$ cat config.mk
export PLATFORM = sky130hd
export DESIGN_NAME = dns_response_verdict_parser
export DESIGN_NICKNAME = d
export VERILOG_FILES = /design/src/hw/rtl/dnsv_pkg.sv /design/src/hw/rtl/dnsv_parser.sv /design/src/hw/rtl/dns_response_verdict_parser.sv
export SDC_FILE = /design/constraint.sdc
export NUM_CORES = 1
export LEC_CHECK = 0
export ABC_AREA = 1
export BUFFER_PORTS_ARGS = -buffer_cell sky130_fd_sc_hd__buf_2
export CAP_MARGIN = 20
export CORE_MARGIN = 3
export CORE_UTILIZATION = 40
export DETAILED_ROUTE_END_ITERATION = 16
export GPL_TIMING_DRIVEN = 0
export PLACE_DENSITY = 0.62
export RECOVER_POWER = 50
export SYNTH_ARGS = -nofsm -noshare
export SYNTH_HDL_FRONTEND = slang
export SYNTH_SLANG_ARGS = --single-unit
$ cat constraint.sdc
create_clock -name clk_i -period 2.9 [get_ports clk_i]
set_clock_uncertainty 0.1 [all_clocks]
set_input_delay 0.29 -clock clk_i [delete_from_list [all_inputs] [get_ports clk_i]]
set_output_delay 0.29 -clock clk_i [all_outputs]
set_load 0.01 [all_outputs]
$ cat src/hw/rtl/dnsv_pkg.sv
`timescale 1ns / 1ps

package dnsv_pkg;

  localparam int unsigned MaxLen = 512;
  localparam int unsigned PosW   = $clog2(MaxLen + 1);
  localparam int unsigned SkipW  = 16;

  localparam logic [PosW-1:0] PosRcode   = PosW'(3);
  localparam logic [PosW-1:0] PosAnHi    = PosW'(6);
  localparam logic [PosW-1:0] PosAnLo    = PosW'(7);
  localparam logic [PosW-1:0] PosHdrLast = PosW'(11);
  localparam logic [PosW-1:0] HdrLen     = PosW'(12);
  localparam logic [PosW-1:0] MaxPos     = PosW'(MaxLen);

  localparam logic [3:0]  RcodeNxdomain = 4'd3;
  localparam logic [1:0]  PtrMark       = 2'b11;
  localparam logic [15:0] TypeA         = 16'd1;
  localparam logic [15:0] ClassIn       = 16'd1;
  localparam logic [15:0] RdLenA        = 16'd4;
  localparam logic [3:0]  FixedLast     = 4'd9;
  localparam logic [3:0]  RdataLast     = 4'd3;

  typedef enum logic [6:0] {
    PH_HEADER    = 7'b0000001,
    PH_QNAME     = 7'b0000010,
    PH_ANS_FIRST = 7'b0000100,
    PH_ANS_LABEL = 7'b0001000,
    PH_FIXED     = 7'b0010000,
    PH_RDATA     = 7'b0100000,
    PH_DONE      = 7'b1000000
  } phase_e;

  typedef enum logic [2:0] {
    ST_NXDOMAIN   = 3'd0,
    ST_RCODE_ERR  = 3'd1,
    ST_NO_ANSWERS = 3'd2,
    ST_FOUND      = 3'd3,
    ST_FAIL       = 3'd4
  } status_e;

  typedef struct packed {
    status_e     status;
    logic [3:0]  rcode;
    logic [31:0] address;
    logic        nxdomain;
    logic        sinkhole;
    logic        blocked;
  } verdict_t;

  function automatic logic is_sinkhole(logic [31:0] a);
    return (a == 32'h0000_0000) || (a == 32'h0000_0001) || (a == 32'h7F00_0001) ||
           (a == 32'h0000_00FF) || (a == 32'hFFFF_FFFF);
  endfunction

endpackage

$ cat src/hw/rtl/dnsv_parser.sv
`timescale 1ns / 1ps

module dnsv_parser (
  input  logic              clk_i,
  input  logic              rst_ni,
  input  logic              take_i,
  input  logic [7:0]        data_byte_i,
  input  logic              last_byte_i,
  output dnsv_pkg::verdict_t verdict_o
);
  import dnsv_pkg::*;

  logic [PosW-1:0]  pos_q, pos_d;
  phase_e           phase_q, phase_d;
  logic [SkipW-1:0] skip_q, skip_d;
  logic [15:0]      total_q, total_d;
  logic [15:0]      seen_q, seen_d;
  logic [3:0]       rcode_q, rcode_d;
  logic [47:0]      rec_q, rec_d;
  logic [3:0]       fidx_q, fidx_d;
  logic [31:0]      addr_q, addr_d;
  logic             found_q, found_d;

  logic [7:0] b;
  assign b = data_byte_i;

  always_comb begin
    pos_d   = pos_q;
    phase_d = phase_q;
    skip_d  = skip_q;
    total_d = total_q;
    seen_d  = seen_q;
    rcode_d = rcode_q;
    rec_d   = rec_q;
    fidx_d  = fidx_q;
    addr_d  = addr_q;
    found_d = found_q;
    if (pos_q < MaxPos) begin
      pos_d = pos_q + PosW'(1);
      if (phase_q == PH_HEADER) begin
        if (pos_q == PosRcode) rcode_d = b[3:0];
        if (pos_q == PosAnHi)  total_d = {b, 8'h00};
        if (pos_q == PosAnLo)  total_d = {total_q[15:8], b};
        if (pos_q == PosHdrLast) phase_d = PH_QNAME;
      end else if (phase_q == PH_DONE) begin
        phase_d = PH_DONE;
      end else if (skip_q != '0) begin
        skip_d = skip_q - SkipW'(1);
      end else begin
        unique case (phase_q)
          PH_QNAME: begin
            if (b == 8'h00) begin
              skip_d  = SkipW'(4);
              phase_d = PH_ANS_FIRST;
            end else if (b[7:6] == PtrMark) begin
              skip_d  = SkipW'(5);
              phase_d = PH_ANS_FIRST;
            end else begin
              skip_d = SkipW'(b);
            end
          end
          PH_ANS_FIRST: begin
            if (seen_q >= total_q) begin
              phase_d = PH_DONE;
            end else if (b[7:6] == PtrMark) begin
              phase_d = PH_FIXED;
              fidx_d  = '0;
              rec_d   = '0;
              skip_d  = SkipW'(1);
            end else if (b == 8'h00) begin
              phase_d = PH_FIXED;
              fidx_d  = '0;
              rec_d   = '0;
            end else begin
              skip_d  = SkipW'(b);
              phase_d = PH_ANS_LABEL;
            end
          end
          PH_ANS_LABEL: begin
            if (b == 8'h00) begin
              phase_d = PH_FIXED;
              fidx_d  = '0;
              rec_d   = '0;
            end else begin
              skip_d = SkipW'(b);
            end
          end
          PH_FIXED: begin
            if (fidx_q < 4'd4 || fidx_q >= 4'd8) rec_d = {rec_q[39:0], b};
            fidx_d = fidx_q + 4'd1;
            if (fidx_q >= FixedLast) begin
              if (rec_d[47:32] == TypeA && rec_d[31:16] == ClassIn &&
                  rec_d[15:0] == RdLenA) begin
                phase_d = PH_RDATA;
                fidx_d  = '0;
                addr_d  = '0;
              end else begin
                seen_d  = seen_q + 16'd1;
                skip_d  = rec_d[15:0];
                phase_d = PH_ANS_FIRST;
              end
            end
          end
          PH_RDATA: begin
            addr_d = {addr_q[23:0], b};
            fidx_d = fidx_q + 4'd1;
            if (fidx_q >= RdataLast) begin
              found_d = 1'b1;
              phase_d = PH_DONE;
            end
          end
          default: phase_d = PH_DONE;
        endcase
      end
    end
  end

  always_comb begin
    verdict_o = '0;
    verdict_o.rcode = rcode_d;
    if (pos_d < HdrLen) begin
      verdict_o.status = ST_FAIL;
    end else if (rcode_d == RcodeNxdomain) begin
      verdict_o.status   = ST_NXDOMAIN;
      verdict_o.nxdomain = 1'b1;
    end else if (rcode_d != 4'd0) begin
      verdict_o.status   = ST_RCODE_ERR;
      verdict_o.nxdomain = 1'b1;
    end else if (total_d == 16'd0) begin
      verdict_o.status   = ST_NO_ANSWERS;
      verdict_o.sinkhole = 1'b1;
    end else if (found_d) begin
      verdict_o.status   = ST_FOUND;
      verdict_o.address  = addr_d;
      verdict_o.sinkhole = is_sinkhole(addr_d);
    end else begin
      verdict_o.status = ST_FAIL;
    end
    verdict_o.blocked = verdict_o.nxdomain | verdict_o.sinkhole;
  end

  always_ff @(posedge clk_i or negedge rst_ni) begin
    if (!rst_ni) begin
      pos_q   <= '0;
      phase_q <= PH_HEADER;
      skip_q  <= '0;
      total_q <= '0;
      seen_q  <= '0;
      rcode_q <= '0;
      rec_q   <= '0;
      fidx_q  <= '0;
      addr_q  <= '0;
      found_q <= 1'b0;
    end else if (take_i) begin
      if (last_byte_i) begin
        pos_q   <= '0;
        phase_q <= PH_HEADER;
        skip_q  <= '0;
        total_q <= '0;
        seen_q  <= '0;
        rcode_q <= '0;
        rec_q   <= '0;
        fidx_q  <= '0;
        addr_q  <= '0;
        found_q <= 1'b0;
      end else begin
        pos_q   <= pos_d;
        phase_q <= phase_d;
        skip_q  <= skip_d;
        total_q <= total_d;
        seen_q  <= seen_d;
        rcode_q <= rcode_d;
        rec_q   <= rec_d;
        fidx_q  <= fidx_d;
        addr_q  <= addr_d;
        found_q <= found_d;
      end
    end
  end

endmodule

$ cat src/hw/rtl/dns_response_verdict_parser.sv
`timescale 1ns / 1ps

// DNS response verdict parser.
// Input channel: one packet byte per beat (data_byte_i, last_byte_i) on
// in_valid_i / in_ready_o. Output channel: one verdict beat per packet on
// out_valid_o / out_ready_i, issued for the beat marked last_byte_i.
// Throughput: one byte per cycle unless the verdict register is full and
// not being drained; each byte is parsed in the cycle it is accepted by
// the header/name/record walker, so packets may follow back to back with no gap.
// The verdict is registered and shows on the outputs in the cycle after
// the last byte is accepted.
// Bytes beyond MaxLen are accepted but not parsed; their last mark still
// closes the packet.
// Reset clears the parser to the header phase and drops any pending
// verdict. When the receiver stalls, the verdict register holds and no
// input byte is taken: in_ready_o is low while the verdict register is
// full and not being drained.
module dns_response_verdict_parser (
  input  logic        clk_i,
  input  logic        rst_ni,
  input  logic        in_valid_i,
  output logic        in_ready_o,
  input  logic [7:0]  data_byte_i,
  input  logic        last_byte_i,
  output logic        out_valid_o,
  input  logic        out_ready_i,
  output logic [2:0]  status_o,
  output logic [3:0]  rcode_value_o,
  output logic [31:0] address_o,
  output logic        nxdomain_flag_o,
  output logic        sinkhole_flag_o,
  output logic        blocked_o
);
  import dnsv_pkg::*;

  logic     accept;
  verdict_t verdict;
  verdict_t res_q;
  logic     out_valid_q;

  assign in_ready_o = !out_valid_q || out_ready_i;
  assign accept     = in_valid_i && in_ready_o;

  dnsv_parser u_parser (
    .clk_i       (clk_i),
    .rst_ni      (rst_ni),
    .take_i      (accept),
    .data_byte_i (data_byte_i),
    .last_byte_i (last_byte_i),
    .verdict_o   (verdict)
  );

  always_ff @(posedge clk_i or negedge rst_ni) begin
    if (!rst_ni) begin
      out_valid_q <= 1'b0;
    end else if (accept && last_byte_i) begin
      out_valid_q <= 1'b1;
    end else if (out_ready_i) begin
      out_valid_q <= 1'b0;
    end
  end

  always_ff @(posedge clk_i) begin
    if (accept && last_byte_i) begin
      res_q <= verdict;
    end
  end

  assign out_valid_o     = out_valid_q;
  assign status_o        = res_q.status;
  assign rcode_value_o   = res_q.rcode;
  assign address_o       = res_q.address;
  assign nxdomain_flag_o = res_q.nxdomain;
  assign sinkhole_flag_o = res_q.sinkhole;
  assign blocked_o       = res_q.blocked;

  a_last_gives_beat: assert property (@(posedge clk_i) disable iff (!rst_ni)
    accept && last_byte_i |=> out_valid_o)
    else $error("last byte did not produce a verdict");

  a_fail_not_blocked: assert property (@(posedge clk_i) disable iff (!rst_ni)
    out_valid_o && status_o == ST_FAIL |-> !blocked_o && address_o == 32'd0)
    else $error("parse failure with blocked or address set");

  a_no_answers_sink: assert property (@(posedge clk_i) disable iff (!rst_ni)
    out_valid_o && status_o == ST_NO_ANSWERS |->
      sinkhole_flag_o && address_o == 32'd0 && rcode_value_o == 4'd0)
    else $error("no-answer verdict malformed");

  a_nx_rcode: assert property (@(posedge clk_i) disable iff (!rst_ni)
    out_valid_o && status_o == ST_NXDOMAIN |-> rcode_value_o == RcodeNxdomain && blocked_o)
    else $error("nxdomain verdict without rcode 3");

endmodule

==> parameters.txt <==
Parameter                              Value

Routing
  Initial DRC count    roughly 1300
  Routed length per placed instance    18.34 um
  Routed Wire Length    41.76 mm
  Average vias per placed instance    approximately 5.7
  Total via count in the routed design    12890
  Drt drc    0
  ANT nets after route    0
  DRT Pass-1 Iters    6

Clock tree
  H-Tree Depth    4
  Number of buffers on the longest clock path    2
  Insertion delay to the later sink of the worst-skew pair    470 ps
  Clk slew on worst S/H paths    90 ps
  Clock tree from TritonCTS    done
  CTS buffer count    17
  Number of sinks handled by clock tree synthesis    197
  Root Buffer    sky130_fd_sc_hd__clkbuf_16

Setup path
  Reg2Reg Setup Slack    -410 ps
  Critical path destination    blocked_o
  Reg2reg start    u_parser.fidx_q[2]
  Critical setup path kind    reg2reg
  Arrival time worst endpoint    3560 ps
  Required time worst endpoint    around 3200 ps
  Startpoint kind of the worst setup timing path    flop
  Highest fanout seen on the critical path    7
  First element of the critical path    u_parser.fidx_q[2]
  Category of the worst setup path capture point    flop
  Worst r2r dst    blocked_o
  Worst r2r path cells    24

Place
  Total half-perimeter wirelength after legalization and detailed placement    28.70 mm
  Routability-driven placement congestion ratio    0.9557
  Number of buffers added on ports    56

Die
  Width of the die    around 180 um
  Floorplan Core Area    30030 um^2
  Floorplan die height    181.8 um
  Number of cell rows    63
  Initial core utilization    0.4117
  Die area    33050 um^2
  I/O pin total    57

Logic synthesis
  Number of distinct library cells after synthesis    53
  Yosys warning total    0
  Share of Yosys cell area claimed by the top area cell type    0.3117
  Syn avg cell area    ~7.3 um^2
  Gate Count Post-Synth    1702
  Number of synthesized flops with an enable pin    42
  Top flip-flop cell by instance count after synthesis    sky130_fd_sc_hd__dfrtp_1
  Number of register bits inferred by synthesis    approximately 200
  Mapped cell area    12360 um^2
  Synth area leaders    sky130_fd_sc_hd__dfrtp_1, sky130_fd_sc_hd__nand2_1, sky130_fd_sc_hd__edfxtp_1
  Share of async-settable or async-resettable flops after synthesis    0.7868
  Net Count, Synth    1738
  Fraction of the yosys area taken by sequential cells    0.4158
  Most area-hungry cell type in the Yosys netlist    sky130_fd_sc_hd__dfrtp_1

Run
  Count of maximum capacitance violations    1

Power and ir drop
  Total power after layout    ~11 mW
  LEAKAGE    6.845 nW
  Pwr dens    691.5 nW/um^2
  Max rail drop VDD    401.9 uV

Global route
  Total Routing Usage GR    0.2464
  Sum of overflow across all layers after global routing    0
  Largest net degree at the start of global routing    approximately 90
  Via count of the first global-routing pass    12390
  Initial antenna violation count    0
  Wire length of the first global-routing pass    65.42 mm

Layout
  Layout cells sized above 1    0.1802
  Post-layout nets    1910
  FILL cells    ~2900
  Final standard cell utilization of the core    0.5151
  Layout Area Growth over Synthesis    25.13%
  Number of inserted diodes    0

Min path
  Hold Path Depth    3
  Min-Delay Path Class    in2reg

STA
  Final hold violations    0
  Clock period minus worst slack    3307 ps
  Tcrit/Tclk final    1.140
  Maximum frequency from static timing analysis    0.3024 GHz
  Fin Setup TNS    -3689 ps
  Worst max-slew margin expressed relative to the limit    -0.1415
  Final Slew Violations    66
  Unrepaired setup endpoints after global routing    yes
  Hold_ws    150.9 ps
  Slew of the pin with the lowest slew margin    1712 ps
  Final setup viols    40
  Final worst slack    -407.1 ps

Outcome
  Failing checks    capacitance limit, slew limit, setup timing
  Outcome    finished, violations left
## how the worst min path moves through the flow
stage	from	end	slack, ps
global route	data_byte_i[0]	u_parser.total_q[0]	140
detailed placement	rst_ni	u_parser.skip_q[12]	180
global placement	u_parser.rcode_q[2]	u_parser.rcode_q[2]	370
floorplan	rst_ni	out_valid_o	-110
CTS	data_byte_i[0]	u_parser.total_q[0]	130
finish	data_byte_i[0]	u_parser.total_q[8]	150
## area by class of cell
class                      count  area, um^2  area share
tap                          390       488.0     0.03154
buffer                        78       518.0     0.03348
clock inverter                15       176.4     0.01140
timing repair buffer         155        1144     0.07392
clock buffer                  17       425.4     0.02750
inverter                     236       907.1     0.05864
sequential                   197        5145      0.3326
multi-input combinational   1189        6666      0.4309
## report_power, final
group	switching [mW]	internal [mW]	leakage [nW]
Sequential	0.272	3.28	2.52
Combinational	3.01	1.62	4.04
Clock	1.27	1.24	0.294
## stage by stage
step                      instance area (um^2)  cells  worst slack [ps]
final                                    15470   2277            -407.1
after global routing                     15470   2277            -600.2
after CTS                                14740   2235            -255.6
after detailed placement                 13190   2150             -1004
after global placement                   13130   2148             -1203
after floorplan                          12360   1702             51.38
## state kept, by name, summed over array words and instances, names as in the netlist, 3 cells and up
| signal | flops |
|---|---|
| u_parser.rcode_q | 4 |
| u_parser.skip_q | 16 |
| u_parser.total_q | 16 |
| u_parser.pos_q | 10 |
| rcode_value_o | 4 |
| u_parser.fidx_q | 4 |
| status_o | 3 |
| u_parser.addr_q | 32 |
| u_parser.rec_q | 48 |
| address_o | 32 |
| u_parser.phase_q | 7 |
| u_parser.seen_q | 16 |
## per-layer routing
| metal | track usage | wire length, um | part of all wire |
|---|---|---|---|
| met2 | 0.3966 | 19220 | 0.46 |
| met5 | 0 | 0 | 0 |
| met4 | 0.08592 | 1296 | 0.031 |
| met3 | 0.04627 | 3147 | 0.075 |
| met1 | 0.3335 | 18100 | 0.43 |
## synthesized netlist by cell type, types with 2 or more instances
cell type	instances
sky130_fd_sc_hd__nor2_2	2
sky130_fd_sc_hd__buf_6	4
sky130_fd_sc_hd__nand4_2	2
sky130_fd_sc_hd__o21a_1	6
sky130_fd_sc_hd__edfxtp_1	42
sky130_fd_sc_hd__o21ai_0	161
sky130_fd_sc_hd__o211ai_1	47
sky130_fd_sc_hd__nor4_1	8
sky130_fd_sc_hd__clkbuf_1	50
sky130_fd_sc_hd__a21oi_1	42
sky130_fd_sc_hd__xor2_1	14
sky130_fd_sc_hd__a21oi_2	7
sky130_fd_sc_hd__nor3_2	2
sky130_fd_sc_hd__inv_1	225
sky130_fd_sc_hd__nor3b_1	2
sky130_fd_sc_hd__o31ai_1	5
sky130_fd_sc_hd__a221oi_1	3
sky130_fd_sc_hd__ha_1	23
sky130_fd_sc_hd__buf_1	9
sky130_fd_sc_hd__clkinv_1	5
sky130_fd_sc_hd__nor2_1	174
sky130_fd_sc_hd__o22ai_1	70
sky130_fd_sc_hd__or2_2	2
sky130_fd_sc_hd__a311oi_1	2
sky130_fd_sc_hd__nand4_1	23
sky130_fd_sc_hd__a31oi_1	6
sky130_fd_sc_hd__o21ai_1	6
sky130_fd_sc_hd__buf_4	5
sky130_fd_sc_hd__nand2_1	390
sky130_fd_sc_hd__xnor2_1	6
sky130_fd_sc_hd__inv_2	6
sky130_fd_sc_hd__nand3_1	87
sky130_fd_sc_hd__buf_2	12
sky130_fd_sc_hd__nor3_1	69
sky130_fd_sc_hd__dfrtp_1	154
sky130_fd_sc_hd__a211oi_1	8
sky130_fd_sc_hd__o311ai_0	6
sky130_fd_sc_hd__o221ai_1	2
## worst max-delay path: stages (launching register included)
cell and delay [ps]:
sky130_fd_sc_hd__dfrtp_1 380, sky130_fd_sc_hd__buf_6 140, sky130_fd_sc_hd__nand2_8 100, sky130_fd_sc_hd__buf_8 130, sky130_fd_sc_hd__clkbuf_16 160, sky130_fd_sc_hd__buf_4 130
sky130_fd_sc_hd__nand2_2 60, sky130_fd_sc_hd__nand2_2 90, sky130_fd_sc_hd__nand2_2 50, sky130_fd_sc_hd__nor2_1 90, sky130_fd_sc_hd__nand2_1 80, sky130_fd_sc_hd__nor2_2 100
sky130_fd_sc_hd__nand3_2 120, sky130_fd_sc_hd__nand2_4 120, sky130_fd_sc_hd__nand3_4 180, sky130_fd_sc_hd__clkbuf_16 230, sky130_fd_sc_hd__a21oi_4 180, sky130_fd_sc_hd__nand2_1 70
sky130_fd_sc_hd__nor2_1 110, sky130_fd_sc_hd__nand3_1 100, sky130_fd_sc_hd__nor2_2 130, sky130_fd_sc_hd__nand3_1 90, sky130_fd_sc_hd__nand2_1 100, sky130_fd_sc_hd__nand2_2 60
sky130_fd_sc_hd__nand2_1 60
## placed cells by master, fill, tap and decap left out, types with 23 or more instances in the layout
cell type	instances
sky130_fd_sc_hd__nand2_1	346
sky130_fd_sc_hd__inv_1	213
sky130_fd_sc_hd__dfrtp_1	151
sky130_fd_sc_hd__nor2_1	136
sky130_fd_sc_hd__o21ai_0	128
sky130_fd_sc_hd__nand3_1	84
sky130_fd_sc_hd__clkbuf_1	78
sky130_fd_sc_hd__buf_4	76
sky130_fd_sc_hd__o22ai_1	70
sky130_fd_sc_hd__nor3_1	63
sky130_fd_sc_hd__o211ai_1	47
sky130_fd_sc_hd__edfxtp_1	42
sky130_fd_sc_hd__nand2_2	35
sky130_fd_sc_hd__a21oi_1	34
sky130_fd_sc_hd__o21ai_1	29
sky130_fd_sc_hd__nor2_2	27
sky130_fd_sc_hd__buf_6	26
sky130_fd_sc_hd__nand4_1	23
## cell families (layout without fill, tap and decap cells)
group	Yosys count	in the layout	synth area share
AOI/OAI and AO/OA	376	376	0.1809
xor gates and xnor gates	20	20	0.01417
adders and majority gates	23	23	0.02328
buffers and inverters	316	501	0.1011
DFF	197	197	0.4158
and+or+nand+nor	770	770	0.2648
## what timing repair did
| item | in CTS | in global routing |
|---|---|---|
| cloned | 6 | 4 |
| endpoints found under the hold margin | 64 | 0 |
| hold buffers | 2 | 0 |
| setup buffers | 47 | 39 |
| setup endpoints to repair | 150 | 125 |
| pin swaps | 23 | 46 |
| gates resized for setup | 160 | 152 |
No activity file was read; power rests on OpenSTA's default activity.
